===== config.mk =====
export PLATFORM = sky130hd
export DESIGN_NAME = resp_bulk_array_deframer_flat
export DESIGN_NICKNAME = d
export VERILOG_FILES = /design/src/hdl/rbad_pkg.sv /design/src/hdl/rbad_if.sv /design/src/hdl/resp_bulk_array_deframer.sv /design/src/flat_wrapper.sv
export SDC_FILE = /design/constraint.sdc
export NUM_CORES = 1
export LEC_CHECK = 0
export ABC_CLOCK_PERIOD_IN_PS = 8300
export BUFFER_PORTS_ARGS = -buffer_cell sky130_fd_sc_hd__buf_2
export CAP_MARGIN = 20
export CORE_MARGIN = 2
export CORE_UTILIZATION = 35
export DETAILED_ROUTE_END_ITERATION = 7
export HOLD_SLACK_MARGIN = 0.08
export PLACE_DENSITY = 0.49
export SLEW_MARGIN = 25
export SYNTH_ARGS = -nofsm -noshare
export SYNTH_HDL_FRONTEND = slang
export SYNTH_SLANG_ARGS = --single-unit

===== constraint.sdc =====
create_clock -name clk -period 8.3 [get_ports clk]
set_input_delay 1.66 -clock clk [delete_from_list [all_inputs] [get_ports clk]]
set_output_delay 1.66 -clock clk [all_outputs]
set_load 0.05 [all_outputs]

===== src/hdl/rbad_pkg.sv =====
`default_nettype none

package rbad_pkg;

	// Width of the decimal length accumulator and of the payload byte counter.
	localparam int unsigned LEN_BITS = 32;

	localparam int unsigned PHASE_BITS = 3;
	localparam int unsigned SKIP_BITS  = 2;

	typedef logic [LEN_BITS-1:0]   len_t;
	typedef logic [PHASE_BITS-1:0] phase_t;
	typedef logic [SKIP_BITS-1:0]  skip_t;

	// Parser phases. The eighth code is unused and behaves as the initial phase.
	localparam phase_t PH_INIT      = 3'd0;
	localparam phase_t PH_ARRAY_LEN = 3'd1;
	localparam phase_t PH_OP_LEN    = 3'd2;
	localparam phase_t PH_OP_STR    = 3'd3;
	localparam phase_t PH_PAR_LEN   = 3'd4;
	localparam phase_t PH_PAR_STR   = 3'd5;
	localparam phase_t PH_BRANCH    = 3'd6;

	localparam logic [7:0] CH_STAR   = 8'h2A;
	localparam logic [7:0] CH_DOLLAR = 8'h24;
	localparam logic [7:0] CH_CR     = 8'h0D;
	localparam logic [7:0] CH_NUL    = 8'h00;
	localparam logic [7:0] CH_ZERO   = 8'h30;
	localparam logic [7:0] CH_NINE   = 8'h39;

	// Separator bytes skipped after a length: CR LF and the dollar sign.
	localparam skip_t SKIP_CR_LF_DOLLAR = 2'd3;
	localparam skip_t SKIP_AFTER_LEN    = SKIP_CR_LF_DOLLAR - 2'd1;
	localparam skip_t SKIP_LF           = 2'd1;

	typedef struct packed {
		logic [7:0] payload_byte;
		logic       has_byte;
		logic       is_operator;
		logic       string_end;
		logic       request_done;
		logic       format_error;
	} result_t;

endpackage

`default_nettype wire


===== src/hdl/rbad_if.sv =====
`default_nettype none

interface rbad_byte_if;
	logic       valid;
	logic       ready;
	logic [7:0] in_byte;

	modport source (output valid, output in_byte, input ready);
	modport sink   (input valid, input in_byte, output ready);
endinterface

interface rbad_result_if;
	logic       valid;
	logic       ready;
	logic [7:0] payload_byte;
	logic       has_byte;
	logic       is_operator;
	logic       string_end;
	logic       request_done;
	logic       format_error;

	modport source (output valid, output payload_byte, output has_byte, output is_operator,
		output string_end, output request_done, output format_error, input ready);
	modport sink   (input valid, input payload_byte, input has_byte, input is_operator,
		input string_end, input request_done, input format_error, output ready);
endinterface

`default_nettype wire


===== src/hdl/resp_bulk_array_deframer.sv =====
`default_nettype none

// Channel | Direction | Payload                                   | Meaning
// req     | in        | in_byte                                   | one request byte
// rsp     | out       | payload_byte, has_byte, is_operator,      | string byte or
//         |           | string_end, request_done, format_error    | framing event
//
// One request byte is taken per clock while the input does not stall. A byte
// passes an input register and then the parser logic into a result register,
// from which the sink takes the result.
// Bytes that report nothing (digits, separators, markers) drain from the input
// register without touching the result register.
// Reset puts the parser in its initial phase with empty length and counters.
// The input stalls only when the byte in the input register needs the result
// register while that register still holds a result the sink has not taken.
module resp_bulk_array_deframer (
	input  wire logic          clk,
	input  wire logic          arst_n,
	rbad_byte_if.sink          req,
	rbad_result_if.source      rsp
);

	// Input register stage.
	logic       valid_s1;
	logic [7:0] byte_s1;

	// Parser state.
	rbad_pkg::phase_t phase_q;
	rbad_pkg::skip_t  skip_q;
	rbad_pkg::len_t   length_q;
	logic             stopped_q;
	rbad_pkg::len_t   seen_q;

	// Result register.
	logic              out_valid_q;
	rbad_pkg::result_t result_q;

	// Next-state values computed from the byte in the input register.
	rbad_pkg::phase_t  phase_d;
	rbad_pkg::skip_t   skip_d;
	rbad_pkg::len_t    length_d;
	logic              stopped_d;
	rbad_pkg::len_t    seen_d;
	rbad_pkg::result_t result_d;
	logic              produce;

	logic           is_digit;
	rbad_pkg::len_t digit_val;
	rbad_pkg::len_t length_x10;
	logic           out_free;
	logic           advance_s1;

	assign is_digit   = (byte_s1 >= rbad_pkg::CH_ZERO) && (byte_s1 <= rbad_pkg::CH_NINE);
	assign digit_val  = rbad_pkg::len_t'(byte_s1 - rbad_pkg::CH_ZERO);
	// Times ten as a sum of two shifts; the top bits wrap away.
	assign length_x10 = (length_q << 3) + (length_q << 1);

	always_comb begin
		phase_d   = phase_q;
		skip_d    = skip_q;
		length_d  = length_q;
		stopped_d = stopped_q;
		seen_d    = seen_q;
		result_d  = '0;
		produce   = 1'b0;

		if (phase_q == rbad_pkg::PH_INIT || phase_q > rbad_pkg::PH_BRANCH) begin
			// Only a star may open a request; anything else is reported and ignored.
			phase_d   = rbad_pkg::PH_INIT;
			skip_d    = '0;
			length_d  = '0;
			stopped_d = 1'b0;
			seen_d    = '0;
			if (byte_s1 == rbad_pkg::CH_STAR) begin
				phase_d = rbad_pkg::PH_ARRAY_LEN;
			end else begin
				produce               = 1'b1;
				result_d.format_error = 1'b1;
			end
		end else if (byte_s1 == rbad_pkg::CH_NUL) begin
			// NUL ends the request from anywhere, even inside a payload.
			phase_d               = rbad_pkg::PH_INIT;
			skip_d                = '0;
			length_d              = '0;
			stopped_d             = 1'b0;
			seen_d                = '0;
			produce               = 1'b1;
			result_d.request_done = 1'b1;
		end else if (skip_q != '0) begin
			// Separators are counted off, not checked.
			skip_d = skip_q - 2'd1;
		end else begin
			unique case (phase_q)
				rbad_pkg::PH_ARRAY_LEN, rbad_pkg::PH_OP_LEN, rbad_pkg::PH_PAR_LEN: begin
					if (byte_s1 == rbad_pkg::CH_CR) begin
						seen_d = '0;
						if (phase_q == rbad_pkg::PH_ARRAY_LEN) begin
							// The array count is dropped here.
							phase_d   = rbad_pkg::PH_OP_LEN;
							skip_d    = rbad_pkg::SKIP_AFTER_LEN;
							length_d  = '0;
							stopped_d = 1'b0;
						end else begin
							phase_d = (phase_q == rbad_pkg::PH_OP_LEN) ?
								rbad_pkg::PH_OP_STR : rbad_pkg::PH_PAR_STR;
							skip_d  = rbad_pkg::SKIP_LF;
						end
					end else if (!stopped_q && is_digit) begin
						length_d = length_x10 + digit_val;
					end else begin
						// The first non-digit freezes the length.
						stopped_d = 1'b1;
					end
				end
				rbad_pkg::PH_OP_STR, rbad_pkg::PH_PAR_STR: begin
					produce              = 1'b1;
					result_d.is_operator = (phase_q == rbad_pkg::PH_OP_STR);
					if (seen_q < length_q) begin
						result_d.payload_byte = byte_s1;
						result_d.has_byte     = 1'b1;
						seen_d                = seen_q + rbad_pkg::len_t'(1);
					end else begin
						// The byte after the last payload byte marks the end.
						result_d.string_end = 1'b1;
						seen_d              = '0;
						if (phase_q == rbad_pkg::PH_OP_STR) begin
							phase_d   = rbad_pkg::PH_PAR_LEN;
							skip_d    = rbad_pkg::SKIP_AFTER_LEN;
							length_d  = '0;
							stopped_d = 1'b0;
						end else begin
							phase_d = rbad_pkg::PH_BRANCH;
							skip_d  = rbad_pkg::SKIP_LF;
						end
					end
				end
				default: begin
					// After a parameter: another parameter, a new array, or a stray byte.
					if (byte_s1 == rbad_pkg::CH_DOLLAR) begin
						phase_d   = rbad_pkg::PH_PAR_LEN;
						length_d  = '0;
						stopped_d = 1'b0;
					end else if (byte_s1 == rbad_pkg::CH_STAR) begin
						phase_d   = rbad_pkg::PH_ARRAY_LEN;
						length_d  = '0;
						stopped_d = 1'b0;
					end else begin
						phase_d               = rbad_pkg::PH_INIT;
						skip_d                = '0;
						length_d              = '0;
						stopped_d             = 1'b0;
						seen_d                = '0;
						produce               = 1'b1;
						result_d.request_done = 1'b1;
						result_d.format_error = 1'b1;
					end
				end
			endcase
		end
	end

	// The input register empties when its byte needs no result slot or the slot
	// is free this cycle.
	assign out_free   = !out_valid_q || rsp.ready;
	assign advance_s1 = valid_s1 && (!produce || out_free);
	assign req.ready  = !valid_s1 || advance_s1;

	always_ff @(posedge clk or negedge arst_n) begin
		if (!arst_n) begin
			valid_s1    <= 1'b0;
			out_valid_q <= 1'b0;
			phase_q     <= rbad_pkg::PH_INIT;
			skip_q      <= '0;
			length_q    <= '0;
			stopped_q   <= 1'b0;
			seen_q      <= '0;
		end else begin
			if (req.ready) begin
				valid_s1 <= req.valid;
			end
			if (advance_s1) begin
				phase_q   <= phase_d;
				skip_q    <= skip_d;
				length_q  <= length_d;
				stopped_q <= stopped_d;
				seen_q    <= seen_d;
			end
			if (advance_s1 && produce) begin
				out_valid_q <= 1'b1;
			end else if (rsp.ready) begin
				out_valid_q <= 1'b0;
			end
		end
	end

	always_ff @(posedge clk) begin
		if (req.ready && req.valid) begin
			byte_s1 <= req.in_byte;
		end
		if (advance_s1 && produce) begin
			result_q <= result_d;
		end
	end

	assign rsp.valid        = out_valid_q;
	assign rsp.payload_byte = result_q.payload_byte;
	assign rsp.has_byte     = result_q.has_byte;
	assign rsp.is_operator  = result_q.is_operator;
	assign rsp.string_end   = result_q.string_end;
	assign rsp.request_done = result_q.request_done;
	assign rsp.format_error = result_q.format_error;

endmodule

`default_nettype wire

===== src/flat_wrapper.sv =====
// flat-port wrapper written by rule: the top's interface ports become plain ports
module resp_bulk_array_deframer_flat 
  (clk, arst_n, req_valid, req_in_byte, req_ready, rsp_valid, rsp_payload_byte, rsp_has_byte, rsp_is_operator, rsp_string_end, rsp_request_done, rsp_format_error, rsp_ready);
  rbad_byte_if req_i ();
  rbad_result_if rsp_i ();
  input  wire logic clk;
  input  wire logic arst_n;
  input wire logic [$bits(req_i.valid)-1:0] req_valid;
  input wire logic [$bits(req_i.in_byte)-1:0] req_in_byte;
  output wire logic [$bits(req_i.ready)-1:0] req_ready;
  output wire logic [$bits(rsp_i.valid)-1:0] rsp_valid;
  output wire logic [$bits(rsp_i.payload_byte)-1:0] rsp_payload_byte;
  output wire logic [$bits(rsp_i.has_byte)-1:0] rsp_has_byte;
  output wire logic [$bits(rsp_i.is_operator)-1:0] rsp_is_operator;
  output wire logic [$bits(rsp_i.string_end)-1:0] rsp_string_end;
  output wire logic [$bits(rsp_i.request_done)-1:0] rsp_request_done;
  output wire logic [$bits(rsp_i.format_error)-1:0] rsp_format_error;
  input wire logic [$bits(rsp_i.ready)-1:0] rsp_ready;
  assign req_i.valid = req_valid;
  assign req_i.in_byte = req_in_byte;
  assign req_ready = req_i.ready;
  assign rsp_valid = rsp_i.valid;
  assign rsp_payload_byte = rsp_i.payload_byte;
  assign rsp_has_byte = rsp_i.has_byte;
  assign rsp_is_operator = rsp_i.is_operator;
  assign rsp_string_end = rsp_i.string_end;
  assign rsp_request_done = rsp_i.request_done;
  assign rsp_format_error = rsp_i.format_error;
  assign rsp_i.ready = rsp_ready;
  resp_bulk_array_deframer u_core (.clk(clk), .arst_n(arst_n), .req(req_i), .rsp(rsp_i));
endmodule

* Word level (Yosys, flattened, before mapping)
Cells that the tools add are included.
** Operators by class
- $add $sub $neg :: 5
- Order comparisons :: 4
- Equal/unequal tests :: 21
- Multiplexer cells :: 64
- Bitwise operators :: 2
- Reduce and logical (&&, ||, !) cells :: 27
** Operator list (count)
- $mux W32 :: 15
- $pmux W32 S2 :: 2
- $add A32 B32 Y32 :: 2
- $add A32 B1 Y32 const B :: 1
- $lt A32 B32 Y1 :: 1
- $mux W2 :: 14
- $mux W3 :: 8
- $mux W1 :: 20
- $eq A8 B6 Y1 const B :: 2
- $reduce_and A6 Y1 :: 2
- $ne A5 B1 Y1 const B :: 2
- $ne A5 B2 Y1 const B :: 2
- $ne A5 B3 Y1 const B :: 2
- $reduce_and A5 Y1 :: 2
- $reduce_or A5 Y1 :: 2
- $mux W9 :: 1
- $sub A8 B6 Y9 const B :: 1
- $eq A8 B4 Y1 const B :: 1
- $ge A8 B6 Y1 const B :: 1
- $le A8 B6 Y1 const B :: 1
- $logic_not A8 Y1 :: 1
- $ne A4 B1 Y1 const B :: 2
- $eq A3 B2 Y1 const B :: 2
- $eq A3 B3 Y1 const B :: 2
- 21 further kinds :: 34
** Storage, ports and cells
- Register bits :: 93
- Bits of input ports :: 12

* Longest topological paths before layout
- Depth after elaboration :: 12
- Gate-level depth with buffers :: 15
- Gate-level depth less buffers :: 15

* Worst setup path after synthesis
Ideal clock, no wire load.
- Path type :: reg2reg
- Start :: register u_core.byte_s1[4]
- End :: register u_core.length_q[27]
- Setup time :: 0.074 ns
- Arrival time :: 5.954 ns
- Data required time :: 8.226 ns
- Path slack :: 2.272 ns
- Cell stages (with the launch flop) :: 13
- Path buffers :: 0
- Period minus slack after synthesis :: 6.028 ns
- Cells stage by stage :: edfxtp_1 > ha_1 > nor3_1 > fa_1 > ha_1 > a2111oi_0 > o21ai_0 > a32oi_1 > a211oi_1 > a21oi_1 > o21ai_0 > or4_4 > o21ai_2
** On the way
- Word-level cells in the longest chain between the ends :: 11
- Elaborated cells between the ends (all ways) :: 31
** RTL lines
- from (decl) :: RTL line resp_bulk_array_deframer.sv:25 : logic [7:0] byte_s1;
- from (signal assigned) :: RTL line resp_bulk_array_deframer.sv:198 : byte_s1 <= req.in_byte;
- parallel branches: the longest is 11 deep, another holds $add A32 B32 Y32
- to (signal assigned) :: RTL line resp_bulk_array_deframer.sv:184 : length_q <= length_d;
- to (decl) :: RTL line resp_bulk_array_deframer.sv:30 : rbad_pkg::len_t length_q;
Several ways; the timed one is not identified. The select of a mux whose other input is x is not followed.
A chain may end at the register's enable or synchronous reset.

* Worst setup path in the final report
- Start :: register u_core.byte_s1[4]
- End :: register u_core.length_q[29]
The elaborated chain is that of the path after synthesis.

==> results.yml <==
floorplan:
  coreArea_um2: 20360
  num_io_pins: 27
  die_width_um: 148.3
  fp-row-count: 52
  chipHeight_um: 148.3
  floorplan.initialDensity_pct: 35.79
  die_area_um2: 21990
critical_path:
  critical_path.reg2reg.startpoint: "u_core.byte_s1[4]"
  crit_fanout: 24
  worst_setup_path_end_kind: "flop"
  crit-reg2reg-capture: "u_core.length_q[29]"
  ff2ff_path_depth: 14
  worstSetupStartpointType: "flop"
  setup_cp_type: "flop to flop"
  setup.reg_to_reg.worst_slack_ps: 3420
  critical_path_arrival_ps: 5100
  critPathRequiredTime_ps: 8520
yosys:
  edff_count_synth: 21
  synth_top_flop_cell: "sky130_fd_sc_hd__dfrtp_1"
  number_of_synthesized_register_bits: 93
  post_synth_num_cell_types: 74
  post_synth_main_area_contributors: "sky130_fd_sc_hd__dfrtp_1 (25%), sky130_fd_sc_hd__ha_1 (12%), sky130_fd_sc_hd__edfxtp_1 (8.7%)"
  synth_fp_nets: 882
  yosys_warnings: 0
  yosysMostFrequentCell: "sky130_fd_sc_hd__dfrtp_1"
  asyncSetResetFlopFracSynth_pct: 77.42
  netlist.area_leader.share_pct: 24.72
  synth_area_um2: 7288
  synth_area_leader_cell: "sky130_fd_sc_hd__dfrtp_1"
  synthesis.instances: 774
  synth_seq_area_share_pct: 33.37
  synth.cells.most_frequent: "sky130_fd_sc_hd__dfrtp_1 (72), sky130_fd_sc_hd__ha_1 (67), sky130_fd_sc_hd__nand2_1 (67)"
  synth_area_per_cell_um2: 9.416
timing:
  timing.final.crit_share_pct: 58.76
  hold_fails_final_rpt: 0
  timing.final.crit_period_ps: 4877
  timing.final.ws_setup_ps: 3423
  unrepaired_setup_endpoints_after_global_routing: "false"
  setup_tns_ps: 0
  worst_slew_pin_slew_ps: 744.2
  maximum_clock_skew_at_final_layout_ps: 9.817
  report.final.setup_viol: 0
  whs_ps: 489.8
  fmax_mhz: 205.0
  slew_viol_final: 0
  max_slew_margin_pct: 50.38
detailed_routing:
  detailedRoute.firstIterationViolations: 420
  drt.antenna.violating_nets: 0
  via_density: 5.447
  drt-wirelength-per-cell_um: 17.23
  postRouteWirelength_mm: 18.41
  total_iterations_of_the_first_detailed_routing_run: 5
  detailroute.via_count: 5817
  drc_violations: 0
hold_path:
  holdCritStartpoint: "u_core.length_q[3]"
  holdCritPathClass: "flop to flop"
  min_path_cells: 2
  hold-path-endpoint: "u_core.length_q[3]"
grt:
  globalRoute.totalOverflow: 0
  gr-usage-all-layers_pct: 17.34
  grt_start_max_net_pins: 73
  initial_antenna_violation_count: 0
  first_global_vias: 5782
  grt_first_pass_wirelength_mm: 30.46
cts:
  clk_path_buf_depth: 2
  clk_transition_reported_paths_ps: 80
  tritoncts.num_buffers: 9
  cts_tree: "done"
  post_cts_setup_buffers: 0
  cts-resized-gates: 0
  clock_sinks: 93
  clk_root_buffer_cell: "sky130_fd_sc_hd__clkbuf_16"
  holdBufCountCts: 0
  ctsHtreeMaxLevel: 3
  clkLatencyLatePin_ps: 350
final_layout:
  multi_input_area_um2: 4543
  final_layout_size_suffix_gt1_share_pct: 9.649
  final_nets: 901
  filler_cell_count: 2037
  insertedDiodeCount: 0
  areaGrowthSynthToFinish_pct: 9.768
  ff_latch_area_um2: 2432
placement:
  numPortBuffers: 26
  hpwlAfterDp_mm: 13.92
  routability_congestion_estimate: 0.8029
  dpl_worst_slack_ps: 3507
run:
  cap_violations: 0
outcome:
  outcome: "complete, no violations"
power_and_ir_drop:
  total_leakage_power_nw: 3.648
  cellPowerDensity_nw_per_um2: 131.7
  design_power_total_mw: 1.054
  irDropWorstVdd_uv: 94.80
registers in the layout, indices dropped and copies added, names as in the netlist:
signal                   flops
u_core.rsp.is_operator       1
u_core.rsp.payload_byte      8
u_core.phase_q               3
u_core.rsp.valid             1
u_core.rsp.format_error      1
u_core.rsp.request_done      1
u_core.skip_q                2
u_core.seen_q               32
u_core.byte_s1               8
u_core.valid_s1              1
u_core.stopped_q             1
u_core.length_q             32
u_core.rsp.string_end        1
u_core.rsp.has_byte          1
kinds of logic (layout without fill, tap and decap cells):
family,Yosys count,in the layout,share of synthesized area [%]
simple gates,254,254,18.59
compound gates,205,205,18.56
fa+ha+maj,96,96,19.47
flops,93,93,33.37
buf+inv,80,104,4.395
xor+xnor,43,43,5.167
mux,3,3,0.4463
routing by layer:
| layer | vias up | wire length [um] | GRT usage [%] |
|---|---|---|---|
| met5 | - | 0 | 0 |
| met3 | 8 | 476 | 2.178 |
| met4 | 0 | 119 | 3.429 |
| met1 | 2878 | 9306 | 25.56 |
| li1 | 2838 | - | - |
| met2 | 93 | 8502 | 27.52 |
layout by cell type, fill, tap and decap left out, drive strengths merged, types with 9 or more instances in the layout:
cell,netlist,final
dfrtp,72,72
nand2,68,68
ha,67,67
inv,57,62
o21ai,55,55
nor2,44,44
a21oi,40,40
nand3,39,39
buf,7,31
fa,29,29
a21o,25,25
o31ai,23,23
xor2,22,22
xnor2,21,21
edfxtp,21,21
and3,14,14
and2,13,13
nand4,13,13
nor3,13,13
or3,10,10
clkbuf,16,9
worst max-delay path by stage:
stage,start,slack [ps],end
2_1_floorplan,u_core.byte_s1[4],2270,u_core.length_q[27]
3_3_place_gp,u_core.byte_s1[4],3620,u_core.length_q[29]
3_5_place_dp,u_core.byte_s1[4],3510,u_core.length_q[29]
4_1_cts,u_core.byte_s1[4],3470,u_core.length_q[29]
5_1_grt,u_core.byte_s1[4],3130,u_core.length_q[29]
6_report,u_core.byte_s1[4],3420,u_core.length_q[29]
cell type report:
| class | count | area share [%] |
|---|---|---|
| Clock buffer | 9 | 2.815 |
| Clock inverter | 7 | 0.9227 |
| Inverter | 57 | 2.674 |
| Multi-Input combinational cell | 601 | 56.79 |
| Sequential cell | 93 | 30.40 |
| Tap cell | 270 | 4.223 |
| Timing Repair Buffer | 31 | 2.174 |
metrics by stage:
stage          area [um2]  util (%)  instances
6_report             8000     39.28       1068
5_1_grt              8000     39.28       1068
4_1_cts              7996     39.27       1068
3_5_place_dp         7697     37.80       1052
3_3_place_gp         7695     37.79       1052
2_1_floorplan        7288         -        774
critical path, cell delays in order (launching register included):
cell                        delay (ps)
sky130_fd_sc_hd__edfxtp_1          500
sky130_fd_sc_hd__ha_1              310
sky130_fd_sc_hd__nor3_2            120
sky130_fd_sc_hd__buf_4             380
sky130_fd_sc_hd__fa_1              500
sky130_fd_sc_hd__ha_1              370
sky130_fd_sc_hd__a2111oi_0         370
sky130_fd_sc_hd__o21ai_0           240
sky130_fd_sc_hd__a32oi_1           550
sky130_fd_sc_hd__a211oi_1          230
sky130_fd_sc_hd__a21oi_1           330
sky130_fd_sc_hd__o21ai_0           230
sky130_fd_sc_hd__o31ai_1           310
sky130_fd_sc_hd__xor2_1            200
sky130_fd_sc_hd__o22ai_1            90
power breakdown:
group	leakage (nW)	internal [mW]	total [mW]	switching [mW]
combinational	2.30	0.0381	0.133	0.0949
sequential	1.20	0.478	0.486	0.00839
clock	0.148	0.215	0.434	0.220
total	3.65	0.731	1.05	0.323
Power figures use the tool's default switching activity.
